$ cat src/design/mbta_pkg.sv
// Package for the motion blur tap average block.
// Shared constants and controller/datapath interface structs; no dependencies.
package mbta_pkg;

	localparam int DEF_MAX_LINE   = 512;
	localparam int DEF_MAX_TAPS   = 64;
	localparam int DEF_MAX_MARGIN = 33;
	localparam int MAX_HEIGHT     = 4096;
	localparam int CHANNELS       = 4;

	localparam int IMG_W_W = 10;
	localparam int IMG_H_W = 13;
	localparam int MARG_W  = 6;
	localparam int TCNT_W  = 7;
	localparam int CFG_W   = 13;
	localparam int OFS_W   = 8;

	localparam logic [1:0] REG_WIDTH  = 2'd0;
	localparam logic [1:0] REG_HEIGHT = 2'd1;
	localparam logic [1:0] REG_MARGIN = 2'd2;
	localparam logic [1:0] REG_TAPS   = 2'd3;

	localparam logic CMD_LOAD  = 1'b0;
	localparam logic CMD_PIXEL = 1'b1;

	typedef struct packed {
		logic tap_wr;
		logic pix_wr;
		logic start;
		logic tap_rd;
		logic div_init;
		logic div_step;
		logic out_load;
	} ctl_cmd_t;

	typedef struct packed {
		logic produce;
		logic pipe_busy;
		logic out_free;
	} ctl_sts_t;

endpackage

$ cat src/design/mbta_ctrl.sv
// Controller state machine for the motion blur tap average block.
// Depends on mbta_pkg; drives the datapath through ctl_cmd_t.
module mbta_ctrl #(
	parameter int MAX_TAPS = mbta_pkg::DEF_MAX_TAPS,
	parameter int N_W      = 7,
	parameter int SUM_W    = 14,
	parameter int TI_W     = 6
) (
	input  logic                clk,
	input  logic                arst_n,
	input  logic                in_valid,
	output logic                in_stall,
	input  logic                command,
	input  mbta_pkg::ctl_sts_t  sts,
	input  logic [N_W-1:0]      n_taps,
	output mbta_pkg::ctl_cmd_t  cmd,
	output logic [TI_W-1:0]     tap_idx
);

	localparam int CNT_W = (N_W > $clog2(SUM_W + 1)) ? N_W : $clog2(SUM_W + 1);

	typedef enum logic [4:0] {
		ST_IDLE  = 5'b00001,
		ST_RUN   = 5'b00010,
		ST_DRAIN = 5'b00100,
		ST_DIV   = 5'b01000,
		ST_OUT   = 5'b10000
	} state_t;

	state_t            state_q;
	logic [CNT_W-1:0]  cnt_q;
	logic              accept;

	assign in_stall = (state_q != ST_IDLE);
	assign accept   = in_valid && !in_stall;
	assign tap_idx  = cnt_q[TI_W-1:0];

	always_comb begin
		cmd          = '0;
		cmd.tap_wr   = accept && (command == mbta_pkg::CMD_LOAD);
		cmd.pix_wr   = accept && (command == mbta_pkg::CMD_PIXEL);
		cmd.start    = cmd.pix_wr && sts.produce;
		cmd.tap_rd   = (state_q == ST_RUN);
		cmd.div_init = (state_q == ST_DRAIN) && !sts.pipe_busy;
		cmd.div_step = (state_q == ST_DIV);
		cmd.out_load = (state_q == ST_OUT) && sts.out_free;
	end

	always_ff @(posedge clk or negedge arst_n) begin
		if (!arst_n) begin
			state_q <= ST_IDLE;
			cnt_q   <= '0;
		end else begin
			case (state_q)
				ST_IDLE: begin
					cnt_q <= '0;
					if (cmd.start) state_q <= ST_RUN;
				end
				ST_RUN: begin
					cnt_q <= cnt_q + CNT_W'(1);
					if (cnt_q == CNT_W'(n_taps) - CNT_W'(1)) state_q <= ST_DRAIN;
				end
				ST_DRAIN: begin
					cnt_q <= '0;
					if (!sts.pipe_busy) state_q <= ST_DIV;
				end
				ST_DIV: begin
					cnt_q <= cnt_q + CNT_W'(1);
					if (cnt_q == CNT_W'(SUM_W - 1)) state_q <= ST_OUT;
				end
				ST_OUT: begin
					if (sts.out_free) state_q <= ST_IDLE;
				end
				default: state_q <= ST_IDLE;
			endcase
		end
	end

endmodule

$ cat config.mk
export PLATFORM = sky130hd
export DESIGN_NAME = mbta_ctrl
export DESIGN_NICKNAME = d
export VERILOG_FILES = /design/src/design/mbta_pkg.sv /design/src/design/mbta_ctrl.sv
export SDC_FILE = /design/constraint.sdc
export NUM_CORES = 1
export LEC_CHECK = 0
export BUFFER_PORTS_ARGS = -buffer_cell sky130_fd_sc_hd__buf_2
export CAP_MARGIN = 20
export CORE_AREA = 10 10 64 50
export CTS_CLUSTER_SIZE = 40
export DETAILED_ROUTE_END_ITERATION = 8
export DIE_AREA = 0 0 74 60
export PLACE_DENSITY = 0.81
export SYNTH_ARGS = -nofsm -noshare
export SYNTH_HDL_FRONTEND = slang
export SYNTH_SLANG_ARGS = --single-unit
$ cat constraint.sdc
create_clock -name clk -period 2.35 [get_ports clk]
set_input_delay 0.47 -clock clk [delete_from_list [all_inputs] [get_ports clk]]
set_output_delay 0.47 -clock clk [all_outputs]
set_load 0.05 [all_outputs]
# After elaboration in Yosys (flattened, before gate mapping)
# Index checks and enable logic that the tools add are counted.
# Widths: inputs -> output; s select.
# totals
register_bits,12
in_bits,14
out_inout_bits,14
# op_classes
n_addsub,2
eq_ne,13
muxes,7
n_bitwise,1
reduce_logical,12
# op_table
operator,count
$mux 5,5
$pmux 5 s5,1
$pmux 7 s2,1
$add 7x1->7 const B,1
$eq 7x4->1 const B,1
$eq 7x7->1,1
$sub 7x1->7 const B,1
$logic_and 1x1->1,6
$ne 2x2->1 const B,3
$eq 5x1->1 const B,1
$eq 5x2->1 const B,1
$eq 5x3->1 const B,1
$eq 5x4->1 const B,1
$eq 5x5->1 const B,1
$ne 5x1->1 const B,1
$reduce_and 5->1,1
$ne 2x1->1 const B,2
$reduce_or 2->1,2
$logic_not 1->1,2
$reduce_bool 2->1,1
$not 1->1,1

# Longest topological paths before layout
# depth
depth_word,7
depth_mapped,7
ltp_nobuf,7

# Least setup slack after synthesis
# No wires, ideal clock.
# synth_path
kind,register to output
start,register state_q[2]
end,output port cmd[6] (netlist name)
arrival_time_ps,2520
required_time_ps,1880
path_slack_ps,-640
path_stages_with_launch,5
path_cell_list,dfrtp_1 > buf_2 > nor2_1 > nand3_1 > nor3b_1
# synth_lines
item,line,text
start: declaration,mbta_ctrl.sv:30,state_t state_q;
start signal: assignment,mbta_ctrl.sv:51,state_q <= ST_IDLE;
start signal: assignment,mbta_ctrl.sv:57,if (cmd.start) state_q <= ST_RUN;
start signal: assignment,mbta_ctrl.sv:61,if (cnt_q == CNT_W'(n_taps) - CNT_W'(1)) state_q <= ST_DRAIN;
end: declaration,mbta_ctrl.sv:16,"output mbta_pkg::ctl_cmd_t cmd,"

==> summary.txt <==
Async SR Flop Fraction -> 100.0%
Vias/cell -> 5.481
Fmax -> 0.4587 GHz
Fin worst setup slack -> 0.1700 ns
Final setup viols -> 0
Register share of total power -> 36.8%
Synth Instances -> 115
Slew HR -> 68.76%
Fill cells -> 186
Net Sw Frac -> 41.50%
Ports -> 28
Wirelength per Cell -> 14.26 µm
M1 wire length -> 1.023 mm
Post-DP HPWL -> 1.890 mm
Inserted Diodes -> 0
Layout cells sized above 1 -> 27.21%
Int Pwr -> 415.8 µW
Post-CTS Setup Bufs -> 0
Critical path type -> register to output pin
DR WL met2 -> 1.079 mm
Clock Sinks -> 12
Initial core utilization -> 46.58%
Max-slew violation count -> 0
First-pass GRT wire length -> 3.726 mm
DRC -> 0
Die Span Y -> 60 µm
Most frequent cells in the layout -> 27 x buf_2, 12 x nand3_1, 11 x dfrtp_1, 10 x nand2_1, 9 x nor2_1
Startpoint types -> register
Power Dens Cells -> 653.6 nW/µm²
GP Congestion -> 0.7870
Hold buffer count at CTS -> 0
Mapped cell area -> 954.7 µm²
Cts bufs inserted -> 3
GRT Util Overall -> 10.50%
Unrepaired setup endpoints after global routing -> no
CTS clk-pin slew, worst paths -> 0.07 ns
I/O Buffers -> 27
Minimum clock period -> 2.180 ns
Final Cell Area -> 1087 µm²
Max IR drop VDD -> 0.0005018 V
Met3 WL -> 178 µm
Placed insts -> 156
Flops & latches, synth -> 12
Outcome -> completed
Syn_nets -> 132
DR top layer -> met3
CORE AREA -> 2049 µm²
CTS Buffer Depth -> 2
Post-DP Area -> 1051 µm²
Overflow after GRT -> 0
Synthesis Warnings -> 0
CTS tree -> done
Largest net degree at the start of global routing -> 13
Max cap viols -> 0
Crit path DAT -> 1.71 ns
Clock power share -> 22.3%
Slew @ Worst Pin -> 0.4643 ns
Post-synth EDFFs -> 0
Area grow syn2layout -> 13.89%
Vias in the first global route -> 848
Logic gate share of total power -> 40.9%
Post-route ant nets -> 0
Sequential area share after synthesis -> 31.59%
Setup TNS -> 0 ns
DIE WIDTH -> 74 µm
H-tree levels -> 1
Die ar. -> 4440 µm²
Clock Tree Root -> clkbuf_4
Finished Layout Cells -> 160
Fin crit share -> 92.77%
Crit. End Element -> output pin
Final Skew -> 0.004618 ns
Post_cts resized -> 0
Pleak -> 0.5531 nW
# rows -> 14
Top FF cell, synth -> dfrtp_1
Commonest non-fill, non-tap cell in the layout -> buf_2
Worst-path fanout max -> 10
Initial antenna violation count -> 0
DR pass1 iterations -> 4
Sw power -> 294.9 µW
Post-place setup slack -> 0.3824 ns
# nets final -> 154
DRT Wirelength -> 2.281 mm
Hold Violations, Final -> 0
Initial DRC count -> 33
Clk_lat worst skew -> 0.27 ns
Yosys cell types -> 35
Via count -> 877
Critical Path RT -> 1.88 ns
Avg Inst Size Synth -> 8.301 µm²
Worst hold path type -> input pin to asynchronous set/reset pin
## stage by stage
| stage | utilization, % | hold WS (ns) | power [mW] |
|---|---|---|---|
| after floorplan | - | 0.1744 | 0.4875 |
| after global placement | 51.28 | 0.3573 | 0.5431 |
| after detailed placement | 51.28 | 0.3619 | 0.5528 |
| after CTS | 53.05 | 0.06888 | 0.7165 |
| after global routing | 53.05 | 0.05978 | 0.7580 |
| final | 53.05 | 0.06940 | 0.7107 |
## flip-flops by register name, summed over array words and instances, names as in the netlist
signal   count
cnt_q        7
state_q      5
## synthesized netlist by cell type (3+ instances only)
| cell | count | area [µm²] |
|---|---|---|
| xor2_1 | 7 | 61.31 |
| nor3_1 | 5 | 25.02 |
| ha_1 | 3 | 37.54 |
| buf_4 | 7 | 52.55 |
| o21ai_0 | 5 | 25.02 |
| dfrtp_1 | 11 | 275.3 |
| nor2_1 | 9 | 33.78 |
| nand2_1 | 10 | 37.54 |
| a21oi_1 | 5 | 25.02 |
| xnor2_1 | 6 | 52.55 |
| nand3_1 | 12 | 60.06 |
| inv_1 | 7 | 26.28 |
## area by class of cell
class                   instances  area (µm²)  area share, %
multi-input cells              86       558.0          51.32
flip-flops and latches         12       301.5          27.73
repair buffers                 27       135.1          12.43
clock buffers                   4       36.28          3.337
well taps                      24       30.03          2.762
inverters                       7       26.28          2.417
## layer usage
layer  global-route usage (%)  up-vias
li1                         -      441
met1                    13.14      406
met2                    16.87       30
met3                    5.132        0
met4                        0        0
met5                        0        -
## power groups by stage
stage,Sequential [mW],Combinational (mW),Clock (mW)
after global routing,0.266,0.313,0.179
after global placement,0.263,0.280,0
final,0.261,0.291,0.159
after floorplan,0.236,0.251,0
after detailed placement,0.264,0.289,0
after CTS,0.261,0.292,0.164
## path summary, 6_finish.rpt
kind	from	end	slack, ns	cells past startpoint
worst max-delay path	state_q[2]	cmd[6]	0.17	4
worst min-delay path	arst_n	state_q[4]	0.07	1
worst max register to register	state_q[1]	cnt_q[5]	0.70	5
worst min register to register	cnt_q[6]	cnt_q[6]	0.53	1
max in group asynchronous	arst_n	state_q[0]	2.00	1
min in group clk	sts[1]	state_q[3]	0.44	2
## worst max-delay path, stage by stage (launching register included)
cell and delay [ns]:
dfrtp_1 0.48, nor2_1 0.23, nand3_1 0.24, nor3b_2 0.22
buf_2 0.28
## logic make-up (layout without fill, tap and decap cells)
group	after synthesis	count (layout)	synth area share, %
simple gates	49	49	27.26
compound gates	19	19	12.71
buf+inv	17	38	10.49
xor+xnor	13	13	11.93
flops	12	12	31.59
fa+ha+maj	3	3	3.932
mux	2	2	2.097
No activity file was read; power rests on OpenSTA's default activity.
